[config.mk]
export PLATFORM = sky130hd
export DESIGN_NAME = ascii_sensor_line_parser
export DESIGN_NICKNAME = d
export VERILOG_FILES = /design/src/asp_pkg.sv /design/src/asp_parse.sv /design/src/asp_throttle.sv /design/src/ascii_sensor_line_parser.sv
export SDC_FILE = /design/constraint.sdc
export NUM_CORES = 1
export LEC_CHECK = 0
export ABC_CLOCK_PERIOD_IN_PS = 6100
export CORE_ASPECT_RATIO = 1.1
export CORE_MARGIN = 3
export CORE_UTILIZATION = 40
export DETAILED_ROUTE_END_ITERATION = 10
export DONT_BUFFER_PORTS = 1
export GPL_ROUTABILITY_DRIVEN = 0
export HOLD_SLACK_MARGIN = 0.1
export PLACE_DENSITY = 0.62
export REMOVE_ABC_BUFFERS = 1
export SYNTH_ARGS = -nofsm -noshare
export SYNTH_HDL_FRONTEND = slang
export SYNTH_SLANG_ARGS = --single-unit
export TNS_END_PERCENT = 20
[constraint.sdc]
create_clock -name clk -period 6.1 [get_ports clk]
set_clock_uncertainty 0.2 [all_clocks]
set_input_delay 0.915 -clock clk [delete_from_list [all_inputs] [get_ports clk]]
set_output_delay 0.915 -clock clk [all_outputs]
set_load 0.02 [all_outputs]
[src/asp_pkg.sv]
// Shared types and constants for the ASCII sensor line parser.
package asp_pkg;

  // Default line buffer capacity in bytes
  localparam int LINE_CAPACITY_DEF = 64;

  // Clamp limit of the reported reading
  localparam logic [12:0] PPM_MAX = 13'd5000;

  // Reset value of the report interval register
  localparam logic [15:0] REPORT_INTERVAL_RST = 16'd300;

  // Item kinds carried on in_tuser
  localparam logic OP_BYTE = 1'b0;
  localparam logic OP_TICK = 1'b1;

  // Special characters
  localparam logic [7:0] CH_CR    = 8'h0D;
  localparam logic [7:0] CH_LF    = 8'h0A;
  localparam logic [7:0] CH_SPACE = 8'h20;
  localparam logic [7:0] CH_TAB   = 8'h09;
  localparam logic [7:0] CH_VTAB  = 8'h0B;
  localparam logic [7:0] CH_FF    = 8'h0C;
  localparam logic [7:0] CH_PLUS  = 8'h2B;
  localparam logic [7:0] CH_MINUS = 8'h2D;
  localparam logic [7:0] CH_ZERO  = 8'h30;
  localparam logic [7:0] CH_NINE  = 8'h39;

  // One input item as held in the input register
  typedef struct packed {
    logic       op;
    logic [7:0] byte_value;
  } item_t;

  // Outcome of a line end, from the parser to the throttle
  typedef struct packed {
    logic        valid;   // newline ends a line with a parsed number
    logic [12:0] ppm;     // clamped value of the line
  } line_res_t;

  // Parser phases, one-hot
  typedef enum logic [4:0] {
    PH_LEAD      = 5'b00001,
    PH_SIGN      = 5'b00010,
    PH_DIGITS    = 5'b00100,
    PH_DONE_OK   = 5'b01000,
    PH_DONE_FAIL = 5'b10000
  } phase_t;

endpackage

[src/asp_parse.sv]
// Line assembler and on-the-fly decimal parser.
module asp_parse import asp_pkg::*; #(
  parameter int LINE_CAPACITY = LINE_CAPACITY_DEF
) (
  input  logic      clk,
  input  logic      rst_n,
  input  logic      step,      // process the held item this cycle
  input  item_t     item,
  output line_res_t line_res   // valid only for a newline byte
);

  localparam int LEN_W = (LINE_CAPACITY > 2) ? $clog2(LINE_CAPACITY) : 1;
  localparam logic [LEN_W-1:0] LEN_LIMIT = LEN_W'(LINE_CAPACITY - 1);

  logic [LEN_W-1:0] line_length_r, line_length_nxt;
  phase_t           phase_r, phase_nxt;
  logic             neg_r, neg_nxt;
  logic [12:0]      acc_r, acc_nxt;

  logic [7:0]  c;
  logic        is_byte, is_cr, is_lf, is_digit, is_space;
  logic [3:0]  digit_val;
  logic [16:0] acc_x10;

  assign c         = item.byte_value;
  assign is_byte   = (item.op == OP_BYTE);
  assign is_cr     = (c == CH_CR);
  assign is_lf     = (c == CH_LF);
  assign is_digit  = (c >= CH_ZERO) && (c <= CH_NINE);
  assign is_space  = (c == CH_SPACE) || (c == CH_TAB) || (c == CH_VTAB) || (c == CH_FF);
  assign digit_val = 4'(c - CH_ZERO);
  // acc * 10 + digit, at most 50009
  assign acc_x10   = {1'b0, acc_r, 3'b000} + {3'b000, acc_r, 1'b0} + {13'd0, digit_val};

  // Line end result
  always_comb begin
    line_res.valid = is_byte && is_lf && ((phase_r == PH_DIGITS) || (phase_r == PH_DONE_OK));
    line_res.ppm   = neg_r ? 13'd0 : acc_r;
  end

  // Next parser state
  always_comb begin
    line_length_nxt = line_length_r;
    phase_nxt       = phase_r;
    neg_nxt         = neg_r;
    acc_nxt         = acc_r;
    if (is_byte && !is_cr) begin
      if (is_lf || (line_length_r >= LEN_LIMIT)) begin
        // newline or overflow: restart the line
        line_length_nxt = '0;
        phase_nxt       = PH_LEAD;
        neg_nxt         = 1'b0;
        acc_nxt         = '0;
      end else begin
        line_length_nxt = line_length_r + 1'b1;
        unique case (phase_r)
          PH_LEAD: begin
            if (is_space) begin
              phase_nxt = PH_LEAD;
            end else if ((c == CH_PLUS) || (c == CH_MINUS)) begin
              neg_nxt   = (c == CH_MINUS);
              phase_nxt = PH_SIGN;
            end else if (is_digit) begin
              acc_nxt   = {9'd0, digit_val};
              phase_nxt = PH_DIGITS;
            end else begin
              phase_nxt = PH_DONE_FAIL;
            end
          end
          PH_SIGN: begin
            if (is_digit) begin
              acc_nxt   = {9'd0, digit_val};
              phase_nxt = PH_DIGITS;
            end else begin
              phase_nxt = PH_DONE_FAIL;
            end
          end
          PH_DIGITS: begin
            if (is_digit) begin
              acc_nxt = (acc_x10 > {4'd0, PPM_MAX}) ? PPM_MAX : acc_x10[12:0];
            end else begin
              phase_nxt = PH_DONE_OK;
            end
          end
          PH_DONE_OK, PH_DONE_FAIL: begin
            phase_nxt = phase_r;
          end
          default: begin
            phase_nxt = PH_LEAD;
          end
        endcase
      end
    end
  end

  // State registers
  always_ff @(posedge clk) begin
    if (!rst_n) begin
      line_length_r <= '0;
      phase_r       <= PH_LEAD;
      neg_r         <= 1'b0;
      acc_r         <= '0;
    end else if (step) begin
      line_length_r <= line_length_nxt;
      phase_r       <= phase_nxt;
      neg_r         <= neg_nxt;
      acc_r         <= acc_nxt;
    end
  end

endmodule

[src/asp_throttle.sv]
// Report interval register, seconds counter and report decision.
module asp_throttle import asp_pkg::*; (
  input  logic        clk,
  input  logic        rst_n,
  input  logic        cfg_wr_en,
  input  logic [15:0] cfg_wr_data,
  input  logic        step,
  input  item_t       item,
  input  line_res_t   line_res,
  output logic        report       // emit line_res.ppm this step
);

  logic [15:0] interval_r;
  logic [15:0] secs_r, secs_nxt;
  logic        is_tick;

  assign is_tick = (item.op == OP_TICK);
  assign report  = line_res.valid && (secs_r >= interval_r);

  // Saturating second counter, cleared on a report
  always_comb begin
    secs_nxt = secs_r;
    if (is_tick) begin
      if (secs_r != 16'hFFFF) begin
        secs_nxt = secs_r + 16'd1;
      end
    end else if (report) begin
      secs_nxt = '0;
    end
  end

  always_ff @(posedge clk) begin
    if (!rst_n) begin
      interval_r <= REPORT_INTERVAL_RST;
      secs_r     <= '0;
    end else begin
      if (cfg_wr_en) begin
        interval_r <= cfg_wr_data;
      end
      if (step) begin
        secs_r <= secs_nxt;
      end
    end
  end

endmodule

[src/ascii_sensor_line_parser.sv]
// Top level of the ASCII sensor line parser.
//
// Input channel in_*: one transaction is either a received UART byte
// (in_tuser = 0, byte in in_tdata[7:0]) or a one-second tick (in_tuser = 1).
// Bytes build lines ending at newline; carriage returns are dropped. The
// first decimal integer of a line is clamped to 0..5000 and, at the newline,
// is sent on out_* if at least report_interval_s ticks have passed since the
// previous report. Configuration: cfg_wr_en writes cfg_wr_data into the
// interval register (reset value 300).
// An accepted newline passes the input register and then the result register
// before its result shows on out_*.
// Throughput: one transaction per cycle while no result waits or out_tready is
// high; the parser update between input and result registers is combinational.
// Reset (rst_n low, synchronous) empties both registers, restarts the line
// and clears the second counter.
// When out_tready is low with a result waiting, the held item stays in the
// input register and in_tready drops once that register is also full.
module ascii_sensor_line_parser import asp_pkg::*; #(
  parameter int LINE_CAPACITY = LINE_CAPACITY_DEF
) (
  input  logic        clk,
  input  logic        rst_n,
  input  logic        in_tvalid,
  output logic        in_tready,
  input  logic [7:0]  in_tdata,    // [7:0] byte_value
  input  logic        in_tuser,    // [0] op
  output logic        out_tvalid,
  input  logic        out_tready,
  output logic [15:0] out_tdata,   // [12:0] ppm, [15:13] zero
  input  logic        cfg_wr_en,
  input  logic [15:0] cfg_wr_data
);

  logic        in_valid_r;
  item_t       item_r;
  logic        out_valid_r;
  logic [12:0] ppm_r;
  logic        step;
  logic        report;
  line_res_t   line_res;

  // Process the held item when the result register can take a result
  assign step      = in_valid_r && (!out_valid_r || out_tready);
  assign in_tready = !in_valid_r || step;

  // Input register
  always_ff @(posedge clk) begin
    if (!rst_n) begin
      in_valid_r <= 1'b0;
    end else if (in_tready) begin
      in_valid_r <= in_tvalid;
    end
  end

  always_ff @(posedge clk) begin
    if (in_tready && in_tvalid) begin
      item_r.op         <= in_tuser;
      item_r.byte_value <= in_tdata;
    end
  end

  asp_parse #(
    .LINE_CAPACITY(LINE_CAPACITY)
  ) u_parse (
    .clk      (clk),
    .rst_n    (rst_n),
    .step     (step),
    .item     (item_r),
    .line_res (line_res)
  );

  asp_throttle u_throttle (
    .clk         (clk),
    .rst_n       (rst_n),
    .cfg_wr_en   (cfg_wr_en),
    .cfg_wr_data (cfg_wr_data),
    .step        (step),
    .item        (item_r),
    .line_res    (line_res),
    .report      (report)
  );

  // Result register
  always_ff @(posedge clk) begin
    if (!rst_n) begin
      out_valid_r <= 1'b0;
    end else if (step && report) begin
      out_valid_r <= 1'b1;
    end else if (out_tready) begin
      out_valid_r <= 1'b0;
    end
  end

  always_ff @(posedge clk) begin
    if (step && report) begin
      ppm_r <= line_res.ppm;
    end
  end

  assign out_tvalid = out_valid_r;
  assign out_tdata  = {3'b000, ppm_r};

endmodule

### Word-level counts from Yosys, hierarchy flattened

Index checks and enable logic that the tools add are counted.

| word-level totals | value |
|---|---|
| bits of input ports | 30 |
| word-level logic and storage cells | 96 |
| register bits | 81 |
| output and inout bits | 18 |

| cells by class | value |
|---|---|
| add/sub/neg operators | 5 |
| order comparisons | 5 |
| bitwise logic cells | 1 |
| muxes and demuxes | 23 |
| reductions and logical operators | 30 |
| equality and inequality tests | 21 |

Operators with widths:

| operator | number |
|---|---|
| $mux W13 | 6 |
| $mux W16 | 3 |
| $eq A8 B4 Y1 const B | 5 |
| $pmux W13 S3 | 1 |
| $mux W5 | 5 |
| $eq A8 B6 Y1 const B | 3 |
| $pmux W5 S4 | 1 |
| $add A16 B14 Y17 | 1 |
| $add A17 B4 Y17 | 1 |
| $gt A17 B13 Y1 const B | 1 |
| $add A16 B1 Y16 const B | 1 |
| $ge A16 B16 Y1 | 1 |
| $ne A16 B16 Y1 const B | 1 |
| $ge A8 B6 Y1 const B | 1 |
| $le A8 B6 Y1 const B | 1 |
| $logic_and A1 B1 Y1 | 8 |
| $logic_or A1 B1 Y1 | 8 |
| $reduce_bool A2 Y1 | 4 |
| $add A6 B1 Y6 const B | 1 |
| $ge A6 B6 Y1 const B | 1 |
| $mux W1 | 6 |
| $mux W6 | 1 |
| $ne A3 B2 Y1 const B | 2 |
| $ne A3 B3 Y1 const B | 2 |
| other kinds (17) | 20 |

### Depth between registers and ports, before layout

Gate-level depths: netlist of the first run.

| logic depth | value |
|---|---|
| depth in word-level cells | 7 |
| depth in mapped cells | 12 |
| gate-level depth less buffers | 12 |

### Modules after synthesis

A second synthesis of the first run with hierarchy kept.

| second synthesis, totals | value |
|---|---|
| cells, all modules | 569 |
| area, all modules | 5,092.4 um2 |

Modules (own cells, without submodules):

| module | cells an instance | seq. area each (um2) | area each (um2) | times used |
|---|---|---|---|---|
| asp_parse | 298 | 500.5 | 2,308.5 | 1 |
| asp_throttle | 232 | 640.6 | 1,984.4 | 1 |
| ascii_sensor_line_parser | 39 | 700.7 | 799.5 | 1 |

### Least setup slack after synthesis of the first run

Ideal clock, no wire load.

| path | value |
|---|---|
| path kind | register -> register |
| from | reg item_r[3] in the netlist's numbering |
| to | reg u_parse.acc_r[0] |
| stages on the path, launching flop included | 13 |
| library setup time | 0.122 ns |
| data required time | 5.778 ns |
| clock period less this slack | 3.228 ns |
| path buffers | 0 |
| path slack | 2.872 ns |
| data arrival time | 2.907 ns |
| path through | edfxtp_1 inv_1 fa_1 inv_1 ha_1 a21oi_1 nor2_1 a311oi_4 xnor2_1 nand2_1 o2bb2ai_2 a21oi_4 o311a_1 |

| between the ends | value |
|---|---|
| cells in the longest elaborated chain, start to end | 7 |
| elaborated cells between the ends (all ways) | 33 |
| those cells by class | 2 x add/sub; 3 x order compare; 11 x eq/ne; 7 x mux; 10 x reduce/logical |

Ends and longest elaborated chain:

| what | RTL line | source |
|---|---|---|
| start, declared | ascii_sensor_line_parser.sv:35 | `item_t item_r;` |
| $sub A4 B1 Y4, or another cell as far along | asp_parse.sv:31 | `assign digit_val = 4'(c - CH_ZERO);` |
| $add A17 B4 Y17 or $logic_and A1 B1 Y1 (tied branches) | asp_parse.sv:33, asp_parse.sv:29 |  |
| $gt A17 B13 Y1 or $mux W13 (tied branches) | - |  |
| $mux W13 (on tied branches) (2 in a row) | - |  |
| $pmux W13 S3 | asp_parse.sv:56 | `unique case (phase_r)` |
| $mux W13 | asp_parse.sv:48 | `if (is_lf \|\| (line_length_r >= LEN_LIMIT)) begin` |
| end signal, assigned | asp_parse.sv:107 | `acc_r <= acc_nxt;` |
| end, declared | asp_parse.sv:18 | `logic [12:0] acc_r, acc_nxt;` |

Several ways; a longest one is shown, not always the timed one. The select of a mux whose other input is x is not followed.
A chain may end at the register's enable or synchronous reset.

### Worst setup path in the final report of the first run

Same ends and word-level chain as after synthesis.

==> impl_metrics.tcl, run 1 <==
set metrics [dict create \
    status "completed" \
    rsz0062_at_grt "false" \
    p_leak_uw 0.00217 \
    antenna_left 0 \
    syn_area_um2 4920 \
    htreeDepth 3 \
    portBuffers 0 \
    die_x_um 112 \
    drc 0 \
    crit_slowest_cell "fa_1" \
    cts_root_buffer "clkbuf_16" \
    placed_cell_area_um2 5010 \
    yosysWarnings 0 \
    hold_buffers 0 \
    cts_tree "built" \
    p_per_area_nw_per_um2 227 \
    ys_types 68 \
    cp.arrival_ns 3.55 \
    startpoint_type "flop" \
    synth-edff-count 22 \
    drv_cap 0 \
    grt_use_total_pct 15.7 \
    cts_setup_buffers 0 \
    wl_per_cell_um 15.3 \
    die_area_um2 13700 \
    path_cells "inv_1 -> fa_1 -> fa_1 -> nor2b_2 -> o2111ai_1 -> and3_1 -> xnor2_1 -> o41ai_1 -> o2bb2ai_2 -> a21oi_4 -> o311a_1" \
    diodes 0 \
    first_pass_iters 4 \
    fin_crit_ns 3.52 \
    hpwl_um 7910 \
    crit_fanout 7 \
    viasPerCell 5.56 \
    ys_ff_latch 81 \
    core-area_um2 11700 \
    hold_viol_final 0 \
    fin_crit_sh_pct 57.7 \
    slew_headroom_pct 29.5 \
    synthCells 523 \
    grt_pass1_vias 3645 \
    grt_pass1_wl_um 17500 \
    row_count 41 \
    area_delta_synth_final_pct 8.44 \
    grt_max_degree 37 \
    path_clk_slew_ns 0.06 \
    start_util_pct 41.9 \
    antenna_found_initial 0 \
    netlist_top_cells_count "dfxtp_1 (59), ha_1 (43), nor2_1 (43)" \
    crit_start "item_r[3]$_DFFE_PP_" \
    setup_viol 0 \
    crit_type "reg2reg" \
    yosysMostFrequentCell "dfxtp_1" \
    clk_path_buf_depth 2 \
    hp-class "reg2reg" \
    grt.overflow.total 0 \
    fp.dieH_um 122 \
    crit_end "u_parse.acc_r[0]$_SDFFE_PN0P_" \
    vdd_ir_drop_max_mv 0.173 \
    max_freq_ghz 0.284 \
    totalWireLength_um 10200 \
    post_cts_resized 0 \
    r2r_end "u_parse.acc_r[0]$_SDFFE_PN0P_" \
    yosys.area.top_type "dfxtp_1" \
    ys_seq_area_share_pct 37.4 \
    synthTopCellsByArea "dfxtp_1 (24%), edfxtp_1 (13%), ha_1 (11%)" \
    yosysTopAreaCellShare_pct 24.0 \
    critPathRequiredTime_ns 6.13 \
    drive_above_1_share_pct 6.92 \
    synth.avg_cell_area_um2 9.41 \
    cts_sinks 81 \
    drv_slew 0 \
    critPathMostFrequentCell "fa_1" \
    r2r-start "item_r[3]$_DFFE_PP_" \
    dominantRegCellSynth "dfxtp_1" \
    max_stage_delay_ns 0.53 \
    drt-initial-drc-count 234 \
    timing.setup.tns_ns 0 \
    end_kind "flop" \
    worstRegToRegCells 11 \
    rrSetupSlack_ns 2.58 \
    async_reset_ff_share_pct 0 \
    numCtsBuffers 9 \
    worst_pin_slew_ns 1.05 \
    nNetsFinal 590 \
    dr_total_vias 3723 \
    clk_latency_ns 0.34 \
    finalInstanceArea_um2 5340 \
    ios 48 \
]
==> stage by stage <==
step                utilization (%)  worst slack (ns)  total power [uW]  std cells  hold WS, ns
floorplan                         -              2.87               638        503        0.254
detailed placement             42.7              2.58               653        654        0.272
finish                         45.4              2.58              1210        670        0.283
global placement               42.7              2.65               651        654        0.271
CTS                            45.4              2.57              1230        670        0.280
global route                   45.4              2.35              1260        670        0.317
==> kinds of logic (layout without fill, tap and decap cells) <==
kind of cell | Yosys count | in the layout | synth area share [%]
and+or+nand+nor | 184 | 184 | 19.2
AOI/OAI and AO/OA | 108 | 108 | 17.2
DFF | 81 | 81 | 37.4
buffers and inverters | 54 | 49 | 4.80
adders and majority gates | 45 | 45 | 11.7
xor gates and xnor gates | 32 | 32 | 5.85
muxes | 18 | 18 | 3.71
other | 1 | 3 | 0.0762
==> power breakdown <==
part           internal, uW  switching (uW)  total (uW)
Sequential              566            13.2         579
Combinational          28.8            33.3        62.1
Clock                   363             210         573
==> worst max-delay path, delay by kind of cell (launching register included) <==
family                     cells  cell delay, ns
AOI/OAI and AO/OA              5            1.04
adders and majority gates      2            1.02
and+or+nand+nor                2            0.44
DFF                            1            0.42
xor gates and xnor gates       1            0.20
buffers and inverters          1            0.08
==> layout by cell type, fill, tap and decap left out, types with 3 or more instances in the layout <==
master,instances
dfxtp_1,59
nor2_1,43
ha_1,43
nand2_1,39
nor2b_1,33
inv_1,32
edfxtp_1,22
xnor2_1,19
mux2i_1,16
a21oi_1,15
nand3_1,14
o21ai_0,12
xor2_1,12
nand4_1,11
a21o_1,11
and3_1,10
clkbuf_16,10
a211oi_1,8
o21ai_1,7
nor3_1,7
and2_1,7
o211ai_1,7
a22oi_1,5
a32o_1,5
o21a_1,4
a31oi_1,4
o31ai_1,4
a211o_1,3
nand3b_1,3
nor4_1,3
conb_1,3
==> cell type report <==
| class | instances | area, um^2 |
|---|---|---|
| inverters | 32 | 120 |
| flip-flops and latches | 81 | 1840 |
| repair buffers | 1 | 7.51 |
| well taps | 150 | 188 |
| clock buffers | 12 | 278 |
| multi-input cells | 390 | 2860 |
| fillers | 1110 | 6410 |
| clock inverters | 4 | 46.3 |
==> registers in the layout, indices dropped and copies added (netlist names) <==
name / count
in_valid_r: 1
u_parse.acc_r: 13
out_tvalid: 1
u_parse.line_length_r: 6
item_r: 9
u_parse.phase_r: 5
u_throttle.secs_r: 16
ppm_r: 13
u_throttle.interval_r: 16
u_parse.neg_r: 1
==> per-layer routing <==
| metal | GRT usage, % | part of all wire (%) | vias to the layer above |
|---|---|---|---|
| li1 | - | - | 1863 |
| met1 | 19.7 | 46 | 1758 |
| met2 | 25.8 | 47 | 85 |
| met3 | 3.80 | 4.2 | 17 |
| met4 | 7.07 | 2.6 | 0 |
| met5 | 0 | 0 | - |
==> worst min-delay path by stage <==
| stage | startpoint | to | slack (ns) | cells after the start |
|---|---|---|---|---|
| global placement | u_throttle.interval_r[8]$_SDFFE_PN1P_ | u_throttle.interval_r[8]$_SDFFE_PN1P_ | 0.27 | 2 |
| CTS | u_parse.line_length_r[5]$_SDFFE_PN0P_ | u_parse.line_length_r[5]$_SDFFE_PN0P_ | 0.28 | 2 |
| detailed placement | u_parse.line_length_r[5]$_SDFFE_PN0P_ | u_parse.line_length_r[5]$_SDFFE_PN0P_ | 0.27 | 2 |
| floorplan | u_parse.line_length_r[5]$_SDFFE_PN0P_ | u_parse.line_length_r[5]$_SDFFE_PN0P_ | 0.25 | 2 |
| finish | u_parse.line_length_r[5]$_SDFFE_PN0P_ | u_parse.line_length_r[5]$_SDFFE_PN0P_ | 0.28 | 2 |
| global route | u_parse.line_length_r[5]$_SDFFE_PN0P_ | u_parse.line_length_r[5]$_SDFFE_PN0P_ | 0.32 | 2 |
(Power assumes the default switching activity.)
==> run 2, diff against run 1 <==
Settings changed: ABC_CLOCK_PERIOD_IN_PS 6100 to 3000, PLACE_DENSITY 0.62 to 0.64.
Clock period 6.1 ns to 3 ns, I/O delays scaled along.
==> impl_metrics.tcl, run 2 (synthesis gave the netlist of run 1 again) <==
set metrics [dict create \
    drv_cap 0 \
    p_sw_uw 529 \
    hold_start "cfg_wr_data[4]" \
    worst_pin_slew_ns 1.00 \
    p_per_area_nw_per_um2 413 \
    grt_pass1_wl_um 18500 \
    startpoint_type "flop" \
    drc 0 \
    sw_frac_of_total_pct 21.0 \
    seq_power_share_pct 46.6 \
    drive_above_1_share_pct 16.4 \
    holdPathStages 2 \
    setup_viol 13 \
    htreeDepth 3 \
    clkPwrFrac_pct 46.1 \
    mostFrequentLayoutCells "dfxtp_1 (58), buf_4 (49), nor2_1 (41), ha_1 (41), nand2_1 (39)" \
    max_freq_ghz 0.315 \
    grt_max_degree 31 \
    worstRegToRegCells 13 \
    final_core_util_pct 51.8 \
    violations "negative setup slack" \
    status "finished with violations" \
    area_delta_synth_final_pct 23.7 \
    row_count 41 \
    critPathRequiredTime_ns 3.07 \
    start_util_pct 41.9 \
    end_kind "flop" \
    die_area_um2 13700 \
    path_clk_slew_ns 0.06 \
    drt-initial-drc-count 233 \
    rsz0062_at_grt "true" \
    first_pass_iters 4 \
    finalWorstSetupSlack_ns -0.179 \
    die_x_um 112 \
    crit_fanout 7 \
    layout_commonest_cell "dfxtp_1" \
    rrSetupSlack_ns -0.18 \
    grt_use_total_pct 16.7 \
    drv_slew 0 \
    combPwrFrac_pct 7.3 \
    vdd_ir_drop_max_mv 0.377 \
    antenna_found_initial 0 \
    clk_path_buf_depth 2 \
    crit_type "reg2reg" \
    wl_per_cell_um 15.3 \
    numCtsBuffers 9 \
    clk_latency_ns 0.33 \
    hold_end "u_throttle.interval_r[4]$_SDFFE_PN0P_" \
    antenna_left 0 \
    nNetsFinal 667 \
    totalWireLength_um 11400 \
    cts_sinks 81 \
    grt_pass1_vias 3946 \
    reg_top3 "u_throttle.interval_r (16), u_throttle.secs_r (16)" \
    dr_total_vias 3985 \
    hp-class "in2reg" \
    ios 48 \
    cp.arrival_ns 3.25 \
    r2r-start "u_parse.acc_r[2]$_SDFFE_PN0P_" \
    portBuffers 0 \
    p_total_uw 2520 \
    cts_root_buffer "clkbuf_16" \
    fin_crit_sh_pct 106 \
    grt.overflow.total 0 \
    slew_headroom_pct 33.1 \
    r2r_end "u_parse.acc_r[4]$_SDFFE_PN0P_" \
    intPower_uw 1990 \
    fin_crit_ns 3.18 \
    diodes 0 \
    hold_viol_final 0 \
    viasPerCell 5.33 \
    fp.dieH_um 122 \
    p_leak_uw 0.00257 \
    hpwl_um 8230 \
    core-area_um2 11700 \
    cts_tree "built" \
]
## run 2: cell count changes in the layout (fill, tap and decap cells not counted), sizes merged
cell / previous run / this run
clkbuf: 12 / 13
buf: 1 / 51
dlygate4sd3: 0 / 27
inv: 33 / 32
## run 2: power groups by stage
| stage | Sequential [uW] | Clock [uW] | Combinational, uW |
|---|---|---|---|
| floorplan | 1190 | 0 | 103 |
| global placement | 1190 | 0 | 135 |
| detailed placement | 1200 | 0 | 138 |
| CTS | 1170 | 1190 | 182 |
| global route | 1170 | 1230 | 205 |
| finish | 1170 | 1160 | 184 |
## run 2: worst max-delay path: stages (launching register included)
cell and delay (ns):
dfxtp_2 0.34, inv_2 0.05, fa_1 0.59, inv_2 0.06
ha_4 0.27, a21oi_4 0.06, nor2_4 0.12, a311oi_4 0.04
buf_6 0.16, o41ai_4 0.23, mux2i_1 0.25, nand4_2 0.25
a21oi_4 0.30, a32o_1 0.20
## run 2: metrics by stage
| step | instance area [um^2] | hold WS (ns) | instances | TNS, ns | setup WS [ns] |
|---|---|---|---|---|---|
| after detailed placement | 5330 | 0.283 | 696 | -4.18 | -0.364 |
| after global routing | 6090 | 0.117 | 747 | -3.84 | -0.327 |
| after floorplan | 4810 | 0.254 | 503 | -1.55 | -0.228 |
| after global placement | 5330 | 0.269 | 696 | -3.17 | -0.281 |
| after CTS | 6040 | 0.100 | 743 | -1.78 | -0.174 |
| final | 6090 | 0.107 | 747 | -1.91 | -0.179 |
## run 2: what timing repair did
action	CTS	global route
hold buffers	27	0
hold endpoints to repair	38	0
pin swaps	19	13
endpoints found under the setup margin	13	15
gates resized for setup	17	4
setup buffers	4	4
cloned	0	0
## run 2: cell type report
type,count,area (um^2)
repair buffers,78,661
multi-input cells,390,2950
inverters,32,120
well taps,150,188
flip-flops and latches,81,1840
clock buffers,13,283
fillers,1043,5660
clock inverters,3,43.8
## run 2: worst max path at each step
stage	startpoint	end	slack, ns	cells after the start
2_1_floorplan	item_r[3]$_DFFE_PP_	u_parse.acc_r[0]$_SDFFE_PN0P_	-0.23	12
3_3_place_gp	item_r[3]$_DFFE_PP_	u_parse.acc_r[0]$_SDFFE_PN0P_	-0.28	12
3_5_place_dp	item_r[3]$_DFFE_PP_	u_parse.acc_r[11]$_SDFFE_PN0P_	-0.36	12
4_1_cts	u_parse.acc_r[2]$_SDFFE_PN0P_	u_parse.acc_r[11]$_SDFFE_PN0P_	-0.17	13
5_1_grt	item_r[2]$_DFFE_PP_	u_parse.acc_r[2]$_SDFFE_PN0P_	-0.33	14
6_report	u_parse.acc_r[2]$_SDFFE_PN0P_	u_parse.acc_r[4]$_SDFFE_PN0P_	-0.18	13
## run 2: layer usage
layer  part of all wire [%]  wire (um)  vias up  track usage (%)
li1                       -          -     2010                -
met1                     44       5050     1878             20.0
met2                     50       5740       79             30.0
met3                    4.0        460       18             3.21
met4                    1.7        194        0             5.86
met5                      0          0        -                0
==> run 3, diff against run 2 <==
Settings changed: SETUP_SLACK_MARGIN set to 0.5.
==> impl_metrics.tcl, run 3 (synthesis gave the netlist of run 1 again) <==
set metrics [dict create \
    start_util_pct 41.9 \
    clk_path_buf_depth 2 \
    numCtsBuffers 9 \
    fin_cells 747 \
    crit_fanout 7 \
    fin_crit_ns 3.22 \
    core-area_um2 11700 \
    startpoint_type "flop" \
    critPathRequiredTime_ns 3.06 \
    drt-initial-drc-count 232 \
    hpwl_um 8230 \
    hp-class "in2reg" \
    violations "negative setup slack" \
    grt_max_degree 31 \
    diodes 0 \
    die_area_um2 13700 \
    hold_viol_final 0 \
    cts_tree "built" \
    viasPerCell 5.40 \
    crit_type "reg2reg" \
    nNetsFinal 667 \
    slew_headroom_pct 31.7 \
    cts_root_buffer "clkbuf_16" \
    worst_pin_slew_ns 1.02 \
    status "finished with violations" \
    grt_pass1_wl_um 18500 \
    p_leak_uw 0.00262 \
    vdd_ir_drop_max_mv 0.375 \
    drive_above_1_share_pct 22.4 \
    fillers 998 \
    antenna_found_initial 0 \
    area_delta_synth_final_pct 29.5 \
    setup_viol 13 \
    timing.setup.tns_ns -2.09 \
    place_inst 696 \
    wl_per_cell_um 15.8 \
    clk_latency_ns 0.33 \
    rsz0062_at_grt "true" \
    fin_crit_sh_pct 107 \
    p_per_area_nw_per_um2 399 \
    htreeDepth 3 \
    drc 0 \
    mostFrequentLayoutCells "dfxtp_1 (54), buf_4 (43), ha_1 (39)" \
    fp.dieH_um 122 \
    path_clk_slew_ns 0.06 \
    dr_total_vias 4036 \
    cp.arrival_ns 3.28 \
    row_count 41 \
    drv_slew 0 \
    grt.overflow.total 0 \
    die_x_um 112 \
    ios 48 \
    portBuffers 0 \
    finalWorstSetupSlack_ns -0.219 \
    antenna_left 0 \
    grt_pass1_vias 3902 \
    end_kind "flop" \
    cts_sinks 81 \
    drv_cap 0 \
    final_core_util_pct 54.2 \
    totalWireLength_um 11800 \
    grt_use_total_pct 16.7 \
    max_freq_ghz 0.311 \
    first_pass_iters 4 \
    reg_top3 "u_throttle.interval_r (16), u_throttle.secs_r (16)" \
    layout_commonest_cell "dfxtp_1" \
]
run 3: cell types whose count changed in the layout (fill, tap and decap cells not counted), moves of 3 or more:
cell,change
nor2_1,-12
nor2_4,+12
buf_4,-6
buf_6,+5
dfxtp_1,-4
dfxtp_2,+3
inv_1,-3
o21ai_2,+3
run 3: final cells by class:
cell class / count / area [um^2] / share of cell area (%)
Inverter: 32 / 123 / 1.92
Multi-Input combinational cell: 390 / 3190 / 50.1
Timing Repair Buffer: 78 / 692 / 10.9
Sequential cell: 81 / 1850 / 29.0
Clock inverter: 3 / 43.8 / 0.687
Clock buffer: 13 / 283 / 4.44
Tap cell: 150 / 188 / 2.95
run 3: stage by stage:
| step | cell area (um^2) | hold WS (ns) | worst slack (ns) | power (uW) |
|---|---|---|---|---|
| after detailed placement | 5330 | 0.283 | -0.364 | 1330 |
| after floorplan | 4810 | 0.254 | -0.228 | 1300 |
| final | 6370 | 0.111 | -0.219 | 2540 |
| after CTS | 6110 | 0.100 | -0.174 | 2550 |
| after global routing | 6370 | 0.123 | -0.330 | 2640 |
| after global placement | 5330 | 0.269 | -0.281 | 1330 |
run 3: where the power goes:
group	internal, uW	total, uW	switching [uW]
combinational	103	209	106
sequential	1150	1170	22.7
clock	746	1160	415
total	2000	2540	544
run 3: final timing paths:
| check | start | end | slack, ns | cells past startpoint |
|---|---|---|---|---|
| min | cfg_wr_en | u_throttle.interval_r[11]$_SDFFE_PN0P_ | 0.11 | 2 |
| min reg2reg | u_throttle.secs_r[0]$_SDFFE_PN0P_ | u_throttle.secs_r[0]$_SDFFE_PN0P_ | 0.28 | 1 |
| max | u_parse.acc_r[2]$_SDFFE_PN0P_ | u_parse.acc_r[1]$_SDFFE_PN0P_ | -0.22 | 14 |
| max reg2reg | u_parse.acc_r[2]$_SDFFE_PN0P_ | u_parse.acc_r[1]$_SDFFE_PN0P_ | -0.22 | 14 |
run 3: metal layers:
metal | part of all wire [%] | GRT usage, % | up-vias | routed length [um]
met2 | 52 | 29.9 | 102 | 6110
met5 | 0 | 0 | - | 0
met1 | 43 | 20.1 | 1904 | 5010
met4 | 1.4 | 5.78 | 0 | 168
met3 | 4.1 | 3.01 | 15 | 485
li1 | - | - | 2015 | -
run 3: what timing repair did:
| action | 4_1_cts | 5_1_grt |
|---|---|---|
| endpoints found under the setup margin | 43 | 49 |
| buffers inserted | 4 | 4 |
| hold endpoints to repair | 38 | 0 |
| gates resized for setup | 34 | 53 |
| hold buffers | 27 | 0 |
| pin swaps | 48 | 55 |
run 3: worst max-delay path: stages (launching register included):
cell,delay (ns)
dfxtp_2,0.34
inv_2,0.06
fa_1,0.60
inv_2,0.06
ha_4,0.28
a21oi_4,0.06
nor2_4,0.13
a311oi_4,0.05
buf_6,0.16
o41ai_4,0.23
mux2i_1,0.25
nand4_2,0.20
buf_6,0.19
a211o_1,0.23
a21oi_2,0.12
